$ cat config.mk
export PLATFORM = sky130hd
export DESIGN_NAME = pin_config_write_encoder_unit
export DESIGN_NICKNAME = d
export VERILOG_FILES = /design/src/rtl/pcwe_pkg.sv /design/src/rtl/pcwe_encode.sv /design/src/rtl/pin_config_write_encoder_unit.sv
export SDC_FILE = /design/constraint.sdc
export NUM_CORES = 1
export LEC_CHECK = 0
export ABC_AREA = 1
export ABC_CLOCK_PERIOD_IN_PS = 3350
export BUFFER_PORTS_ARGS = -buffer_cell sky130_fd_sc_hd__buf_2
export CAP_MARGIN = 10
export CORE_MARGIN = 4
export CORE_UTILIZATION = 55
export DETAILED_ROUTE_END_ITERATION = 10
export GPL_TIMING_DRIVEN = 0
export PLACE_DENSITY = 0.75
export SYNTH_ARGS = -nofsm -noshare
export SYNTH_HDL_FRONTEND = slang
export SYNTH_SLANG_ARGS = --single-unit
$ cat constraint.sdc
create_clock -name clk_i -period 3.35 [get_ports clk_i]
set_input_delay 0.335 -clock clk_i [delete_from_list [all_inputs] [get_ports clk_i]]
set_output_delay 0.335 -clock clk_i [all_outputs]
set_load 0.05 [all_outputs]
$ cat src/rtl/pcwe_pkg.sv
// Shared types and constants of the pin setting write encoder.
// Holds the operation codes, request/result structs and register base tables.
// No dependencies.
`default_nettype none

package pcwe_pkg;

  typedef enum logic [1:0] {
    OpMux     = 2'd0,
    OpPull    = 2'd1,
    OpDrive   = 2'd2,
    OpSchmitt = 2'd3
  } op_e;

  typedef logic [15:0] offset_t;

  typedef struct packed {
    op_e        op;
    logic [2:0] bank;
    logic [5:0] pin;
    logic [3:0] setting;
  } req_t;

  typedef struct packed {
    logic        status;
    offset_t     offset;
    logic [31:0] word;
  } res_t;

  // Bank and pin limits, drive level ceiling.
  localparam logic [2:0] BankCount       = 3'd5;
  localparam logic [5:0] PinsPerBank     = 6'd32;
  localparam logic [3:0] DriveLevelLimit = 4'd7;

  // Status codes.
  localparam logic StatusOk      = 1'b0;
  localparam logic StatusInvalid = 1'b1;

  // Pull request codes and the field values they write.
  localparam logic [3:0] PullNone      = 4'd0;
  localparam logic [3:0] PullUp        = 4'd1;
  localparam logic [3:0] PullDown      = 4'd2;
  localparam logic [1:0] PullFieldNone = 2'd0;
  localparam logic [1:0] PullFieldUp   = 2'd3;
  localparam logic [1:0] PullFieldDown = 2'd1;

  // Bank 0 pins B4..B7 live in a separate register block.
  localparam offset_t MuxRelocate = 16'h1ff4;

  // Function mux base per bank and group of eight pins.
  localparam offset_t MuxBase [5][4] = '{
    '{16'h0000, 16'h0008, 16'h2004, 16'h200c},
    '{16'h4020, 16'h4028, 16'h4030, 16'h4038},
    '{16'h4040, 16'h4048, 16'h4050, 16'h4058},
    '{16'h4060, 16'h4068, 16'h4070, 16'h4078},
    '{16'h4080, 16'h4088, 16'ha390, 16'hb398}
  };

  // Region bases: bank0 low, bank0 high, banks 1..3, bank4 A/B, bank4 C, bank4 D.
  localparam offset_t PullBase [8] = '{
    16'h0020, 16'h2024, 16'h6110, 16'h6120, 16'h6130, 16'h6140, 16'ha140, 16'hb140
  };
  localparam offset_t DriveBase [8] = '{
    16'h0010, 16'h2008, 16'h6020, 16'h6040, 16'h6060, 16'h6080, 16'ha080, 16'hb080
  };
  localparam offset_t SchmittBase [8] = '{
    16'h0030, 16'h203c, 16'h6210, 16'h6220, 16'h6230, 16'h6240, 16'ha240, 16'hb240
  };

endpackage

`default_nettype wire

$ cat src/rtl/pcwe_encode.sv
// Combinational encoder: one pin request to register offset and write word.
// Depends on pcwe_pkg.
`default_nettype none

module pcwe_encode
  import pcwe_pkg::*;
(
  input  req_t req_i,
  output res_t res_o
);

  localparam logic [2:0] RegionB0Low  = 3'd0;
  localparam logic [2:0] RegionB0High = 3'd1;
  localparam logic [2:0] RegionBank1  = 3'd2;
  localparam logic [2:0] RegionBank2  = 3'd3;
  localparam logic [2:0] RegionBank3  = 3'd4;
  localparam logic [2:0] RegionB4Low  = 3'd5;
  localparam logic [2:0] RegionB4C    = 3'd6;
  localparam logic [2:0] RegionB4D    = 3'd7;

  always_comb begin
    logic        ok;
    logic [2:0]  bank;
    logic [4:0]  pin;
    logic [2:0]  region;
    logic [3:0]  nib_sh;
    logic [3:0]  pair_sh;
    logic [2:0]  bit_sh;
    logic [3:0]  level;
    logic [1:0]  pull_val;
    offset_t     reg_off;
    logic [15:0] mask;
    logic [15:0] val;

    ok       = (req_i.bank < BankCount) && (req_i.pin < PinsPerBank);
    bank     = ok ? req_i.bank : 3'd0;
    pin      = req_i.pin[4:0];
    nib_sh   = {pin[1:0], 2'b00};
    pair_sh  = {pin[2:0], 1'b0};
    bit_sh   = pin[2:0];
    level    = {1'b0, req_i.setting[0], req_i.setting[1], req_i.setting[2]};
    pull_val = PullFieldNone;
    reg_off  = '0;
    mask     = '0;
    val      = '0;

    case (bank)
      3'd0:    region = (pin < 5'd12) ? RegionB0Low : RegionB0High;
      3'd1:    region = RegionBank1;
      3'd2:    region = RegionBank2;
      3'd3:    region = RegionBank3;
      default: begin
        if (pin < 5'd16)      region = RegionB4Low;
        else if (pin < 5'd24) region = RegionB4C;
        else                  region = RegionB4D;
      end
    endcase

    case (req_i.op)
      OpMux: begin
        reg_off = MuxBase[bank][pin[4:3]] + (pin[2] ? 16'd4 : 16'd0)
                + ((bank == 3'd0 && pin >= 5'd12 && pin <= 5'd15) ? MuxRelocate : 16'd0);
        mask    = 16'h000f << nib_sh;
        val     = {12'd0, req_i.setting} << nib_sh;
      end
      OpPull: begin
        case (req_i.setting)
          PullNone: pull_val = PullFieldNone;
          PullUp:   pull_val = PullFieldUp;
          PullDown: pull_val = PullFieldDown;
          default:  ok = 1'b0;
        endcase
        reg_off = PullBase[region] + {11'd0, pin[4:3], 3'b000} / 16'd2;
        mask    = 16'h0003 << pair_sh;
        val     = {14'd0, pull_val} << pair_sh;
      end
      OpDrive: begin
        if (req_i.setting > DriveLevelLimit) ok = 1'b0;
        reg_off = DriveBase[region] + {11'd0, pin[4:2], 2'b00};
        mask    = 16'h000f << nib_sh;
        val     = {12'd0, level} << nib_sh;
      end
      default: begin
        reg_off = SchmittBase[region] + {11'd0, pin[4:3], 3'b000} / 16'd2;
        mask    = 16'h0001 << bit_sh;
        val     = (req_i.setting != 4'd0) ? mask : 16'd0;
      end
    endcase

    if (ok) begin
      res_o.status = StatusOk;
      res_o.offset = reg_off;
      res_o.word   = {mask, val};
    end else begin
      res_o.status = StatusInvalid;
      res_o.offset = '0;
      res_o.word   = '0;
    end
  end

endmodule

`default_nettype wire

$ cat src/rtl/pin_config_write_encoder_unit.sv
// Top level of the pin setting write encoder: input register, encoder, result register.
// Depends on pcwe_pkg and pcwe_encode.
//
//   channel | signals                                   | direction
//   --------+-------------------------------------------+----------
//   request | in_valid_i/in_ready_o, operation_i,       | in
//           | bank_i, pin_i, setting_i                  |
//   result  | out_valid_o/out_ready_i, status_o,        | out
//           | register_offset_o, write_word_o           |
//
// One word in per cycle while in_ready_o is high, one result word per request. An
// accepted word is held in the input register; its result is loaded into the output
// register when that register is free or draining, and is taken from there.
// The encoder is single-pass combinational logic between the two registers.
// A stalled result holds in the output register; the input register still
// takes one more word, after which in_ready_o drops until the output drains.
// Reset (rst_ni low, asynchronous) clears both valid flags; nothing else.
`default_nettype none

module pin_config_write_encoder_unit
  import pcwe_pkg::*;
(
  input  wire logic        clk_i,
  input  wire logic        rst_ni,
  input  wire logic        in_valid_i,
  output      logic        in_ready_o,
  input  wire logic [1:0]  operation_i,
  input  wire logic [2:0]  bank_i,
  input  wire logic [5:0]  pin_i,
  input  wire logic [3:0]  setting_i,
  output      logic        out_valid_o,
  input  wire logic        out_ready_i,
  output      logic        status_o,
  output      logic [15:0] register_offset_o,
  output      logic [31:0] write_word_o
);

  logic req_valid_q;
  req_t req_q;
  logic res_valid_q;
  res_t res_q;
  res_t res_d;
  logic advance;

  // Advance the input word when the output register is free or draining.
  assign advance    = !res_valid_q || out_ready_i;
  assign in_ready_o = !req_valid_q || advance;

  pcwe_encode u_encode (
    .req_i (req_q),
    .res_o (res_d)
  );

  always_ff @(posedge clk_i or negedge rst_ni) begin
    if (!rst_ni) begin
      req_valid_q <= 1'b0;
      res_valid_q <= 1'b0;
    end else begin
      if (in_ready_o) req_valid_q <= in_valid_i;
      if (advance)    res_valid_q <= req_valid_q;
    end
  end

  // Payload registers: load on handshake, hold otherwise.
  always_ff @(posedge clk_i) begin
    if (in_valid_i && in_ready_o) begin
      req_q.op      <= op_e'(operation_i);
      req_q.bank    <= bank_i;
      req_q.pin     <= pin_i;
      req_q.setting <= setting_i;
    end
    if (advance && req_valid_q) res_q <= res_d;
  end

  assign out_valid_o       = res_valid_q;
  assign status_o          = res_q.status;
  assign register_offset_o = res_q.offset;
  assign write_word_o      = res_q.word;

endmodule

`default_nettype wire

==> results.cfg <==
[yosys]
yosysSeqAreaShare_pct = 48.89
synthAdderAreaFrac_pct = 8.945
synth_area_per_cell_um2 = 9.494
synth_top_family_by_area = simple AND/OR/NAND/NOR gates
syn-cell-area_um2 = 3665
synthXorXnorAreaFrac_pct = 0.2390
synth_compound_area_share_pct = 14.89
synthesis.instances = 386
synthSimpleGateAreaFrac_pct = 18.44
synthMuxAreaShare_pct = 0
ys_ff_latch = 60
yosys_warnings = 0
synth_cell_type_count = 41

[power_and_ir_drop]
total_power_uw = 2151
p_sw_uw = 753.1
swShare_pct = 35.01
power_leakage_uw = 0.001959
combPwrFrac_pct = 27.4
internal_power_uw = 1398
p_clk_share_pct = 29.0
power_density_nw_per_um2 = 492.6
ir_drop_uv = 411.7
seqPwrFrac_pct = 43.6

[die]
rows = 29
num_io_pins = 70
die_x_um = 89.63
initial_core_util_pct = 57.06
die_area_um2 = 8034
core-area_um2 = 6422
fp.dieH_um = 89.63

[global_routing]
grt-ovfl-total = 0
grt_use_total_pct = 21.11
grt_pass1_vias = 2688
grt_pass1_wl_mm = 12.63
antenna_found_initial = 0
grt_max_degree = 34

[detailed_routing]
firstDrtPassIters = 5
drt_iter0_markers = 238
drc = 0
wl_per_cell_um = 14.25
dr_total_vias = 2940
ant_nets = 0
vias_per_cell = 5.326
routed_wl_mm = 7.864

[clocking]
cts_root_buf = clkbuf_8
cts_buffer_depth = 2
cts_made_buffers = 9
htree_levels = 3
insertion_delay_ps = 340
clk_pin_slew_ps = 70
cts_tree = done
cts_sinks = 60

[critical_path]
slowest_delay_ps = 480
crit_required_ps = 3440
crit_family = simple AND/OR/NAND/NOR gates
crit_fanout = 7
end_kind = register
crit_top_cell = nand2_1
worst_ep_arrival_time_ps = 3180
path_class = register to register
worst_setup_path_start_kind = register
critPathBufInv = 1
reg2reg_depth = 17
reg2reg_from = req_q[11]
crit_chain = o21ai_4 -> nand4_4 -> inv_2 -> nor2_1 -> ha_1 -> or2_2 -> ha_1 -> ha_1 -> nand2_1 -> nand2_1 -> a21oi_1 -> or2_2 -> nand2_1 -> nand2_1 -> nand2_1 -> nand3_1 -> a21oi_1
crit-reg2reg-capture = register_offset_o[13]
slowest_stage = edfxtp_1
ff2ff_setup_slack_ps = 260

[placement]
pre_cts_slack_ps = 131.0
io_buffers = 67
gp_congestion = 0.8873
place.detailed.hpwl_mm = 6.108
placedCellCount = 533

[sta]
max_freq_mhz = 323.4
worst_pin_slew_ps = 820.5
fin_crit_sh_pct = 92.31
hold_violations = 0
period_needed_ps = 3093
finalSetupViolCount = 0
slew_headroom_pct = 44.85
timing.final.ws_setup_ps = 257.5
slew_violations = 0
finClkSkew_ps = 10.25
timing.hold.ws_ps = 170.9
rsz0062_at_grt = false

[hold_path]
hold_end = req_q[6]
min_from = pin_i[2]
holdPathStages = 1
worst_hold_path_type = primary input to register

[final_layout]
stdcell_count = 552
area_growth_pct = 19.15
nets = 514
drive_gt1_share_pct = 27.37
diodes = 0

[status]
status = finished, final reports clean

[job]
cap_violations = 0
==> logic make-up after synthesis <==
group,count (synthesis)
AOI/OAI and AO/OA,85
xor gates and xnor gates,1
adders and majority gates,25
buffers and inverters,70
DFF,60
other,1
and+or+nand+nor,144
==> power by group through the flow <==
stage / combinational, uW / sequential [uW] / clock, uW
6_report: 589 / 938 / 624
5_1_grt: 637 / 947 / 675
4_1_cts: 583 / 941 / 639
3_5_place_dp: 580 / 956 / 0
3_3_place_gp: 560 / 959 / 0
2_1_floorplan: 257 / 1140 / 0
==> metrics by stage <==
stage / instance area [um^2] / utilization [%] / setup TNS, ps
2_1_floorplan: 3672 / - / 0
3_3_place_gp: 4104 / 63.90 / -20780
3_5_place_dp: 4135 / 64.39 / 0
4_1_cts: 4338 / 67.54 / 0
5_1_grt: 4367 / 67.99 / 0
6_report: 4367 / 67.99 / 0
==> how the worst max path moves through the flow <==
stage	startpoint	endpoint	slack, ps	depth (start not counted)
floorplan	out_valid_o	register_offset_o[10]	100	1
global placement	out_ready_i	register_offset_o[6]	-490	3
detailed placement	req_q[8]	register_offset_o[13]	130	17
CTS	req_q[8]	register_offset_o[13]	90	17
global route	req_q[11]	register_offset_o[13]	40	17
finish	req_q[11]	register_offset_o[13]	260	17
==> synthesized netlist by cell type <==
library cell | number | area [um^2]
nor2_4 | 2 | 22.52
and2_1 | 1 | 6.260
buf_2 | 3 | 15.01
nand2_1 | 58 | 217.7
o21ai_4 | 2 | 32.53
nand2_2 | 5 | 31.28
nor2_2 | 2 | 12.51
buf_4 | 7 | 52.55
buf_6 | 2 | 22.52
ha_1 | 23 | 287.8
nand2_4 | 2 | 22.52
a22oi_1 | 16 | 120.1
o21ai_2 | 3 | 26.28
nor3_1 | 1 | 5.000
o41ai_1 | 1 | 8.760
o211ai_1 | 2 | 15.01
fa_1 | 2 | 40.04
o21ai_0 | 19 | 95.09
a21oi_2 | 2 | 17.52
a31o_2 | 1 | 8.760
clkinv_2 | 1 | 5.000
a21o_1 | 1 | 7.510
o211ai_2 | 1 | 12.51
nand3_4 | 2 | 35.03
edfxtp_1 | 58 | 1742
conb_1 | 1 | 3.750
nor2_1 | 53 | 198.9
a32oi_1 | 1 | 8.760
nand3_2 | 2 | 20.02
or2_2 | 3 | 18.77
inv_4 | 1 | 6.260
inv_1 | 56 | 210.2
dfrtp_1 | 2 | 50.05
o22ai_1 | 8 | 50.05
xor2_1 | 1 | 8.760
nand3_1 | 9 | 45.04
a21oi_1 | 26 | 130.1
nand4_4 | 1 | 21.27
nand4_1 | 1 | 6.260
nor4_1 | 2 | 12.51
a31oi_1 | 2 | 12.51
==> layout by cell type (no fill, tap or decap), types with 2 or more instances in the layout <==
cell      count
edfxtp_1     58
nor2_4        2
or2_2         3
o211ai_1      2
clkinv_2      3
nand2_2       5
nor2_2        2
a22oi_1      16
inv_1        55
a21oi_1      25
fa_1          2
o22ai_1       8
ha_1         23
o21ai_2       2
dfrtp_1       2
a31oi_1       2
nand3_1       9
nand2_4       2
buf_4         9
nand3_4       2
o21ai_4       3
conb_1        3
buf_2        70
clkinv_4      2
a21oi_2       2
nand2_1      58
clkbuf_8      9
nor2_1       53
nand3_2       2
buf_6         2
o21ai_0      19
==> repair_timing <==
item / in CTS / in global routing
setup endpoints to repair: 0 / 4
hold buffers: 1 / 0
setup buffers: 0 / 2
gates resized for setup: 0 / 2
hold endpoints to repair: 2 / 0
==> metal layers <==
layer  up-vias  global-route usage (%)  routed length (um)
li1       1484                       -                   -
met1      1316                   30.34                3501
met2       125                   31.18                3537
met3        15                   4.836                 681
met4         0                   7.984                 144
met5         -                       0                   0
==> final cells by class <==
type / count / area (um^2)
repair buffers: 71 / 380.4
clock inverters: 6 / 65.06
flip-flops and latches: 60 / 1792
plain buffers: 12 / 90.09
multi-input cells: 258 / 1594
clock buffers: 10 / 127.6
fillers: 525 / 2056
inverters: 58 / 221.5
well taps: 77 / 96.34
==> flip-flops by register name, indices dropped and copies added (netlist names) <==
register / cells
out_valid_o: 1
write_word_o: 28
req_valid_q: 1
req_q: 15
register_offset_o: 14
status_o: 1
==> worst reg2reg max path: cells and delay by family, from the launching register on <==
kind	cells	cell delay, ps
AOI/OAI and AO/OA	3	480
adders and majority gates	3	610
buffers and inverters	1	160
DFF	1	480
and+or+nand+nor	10	1120
Power figures use the tool's default switching activity.
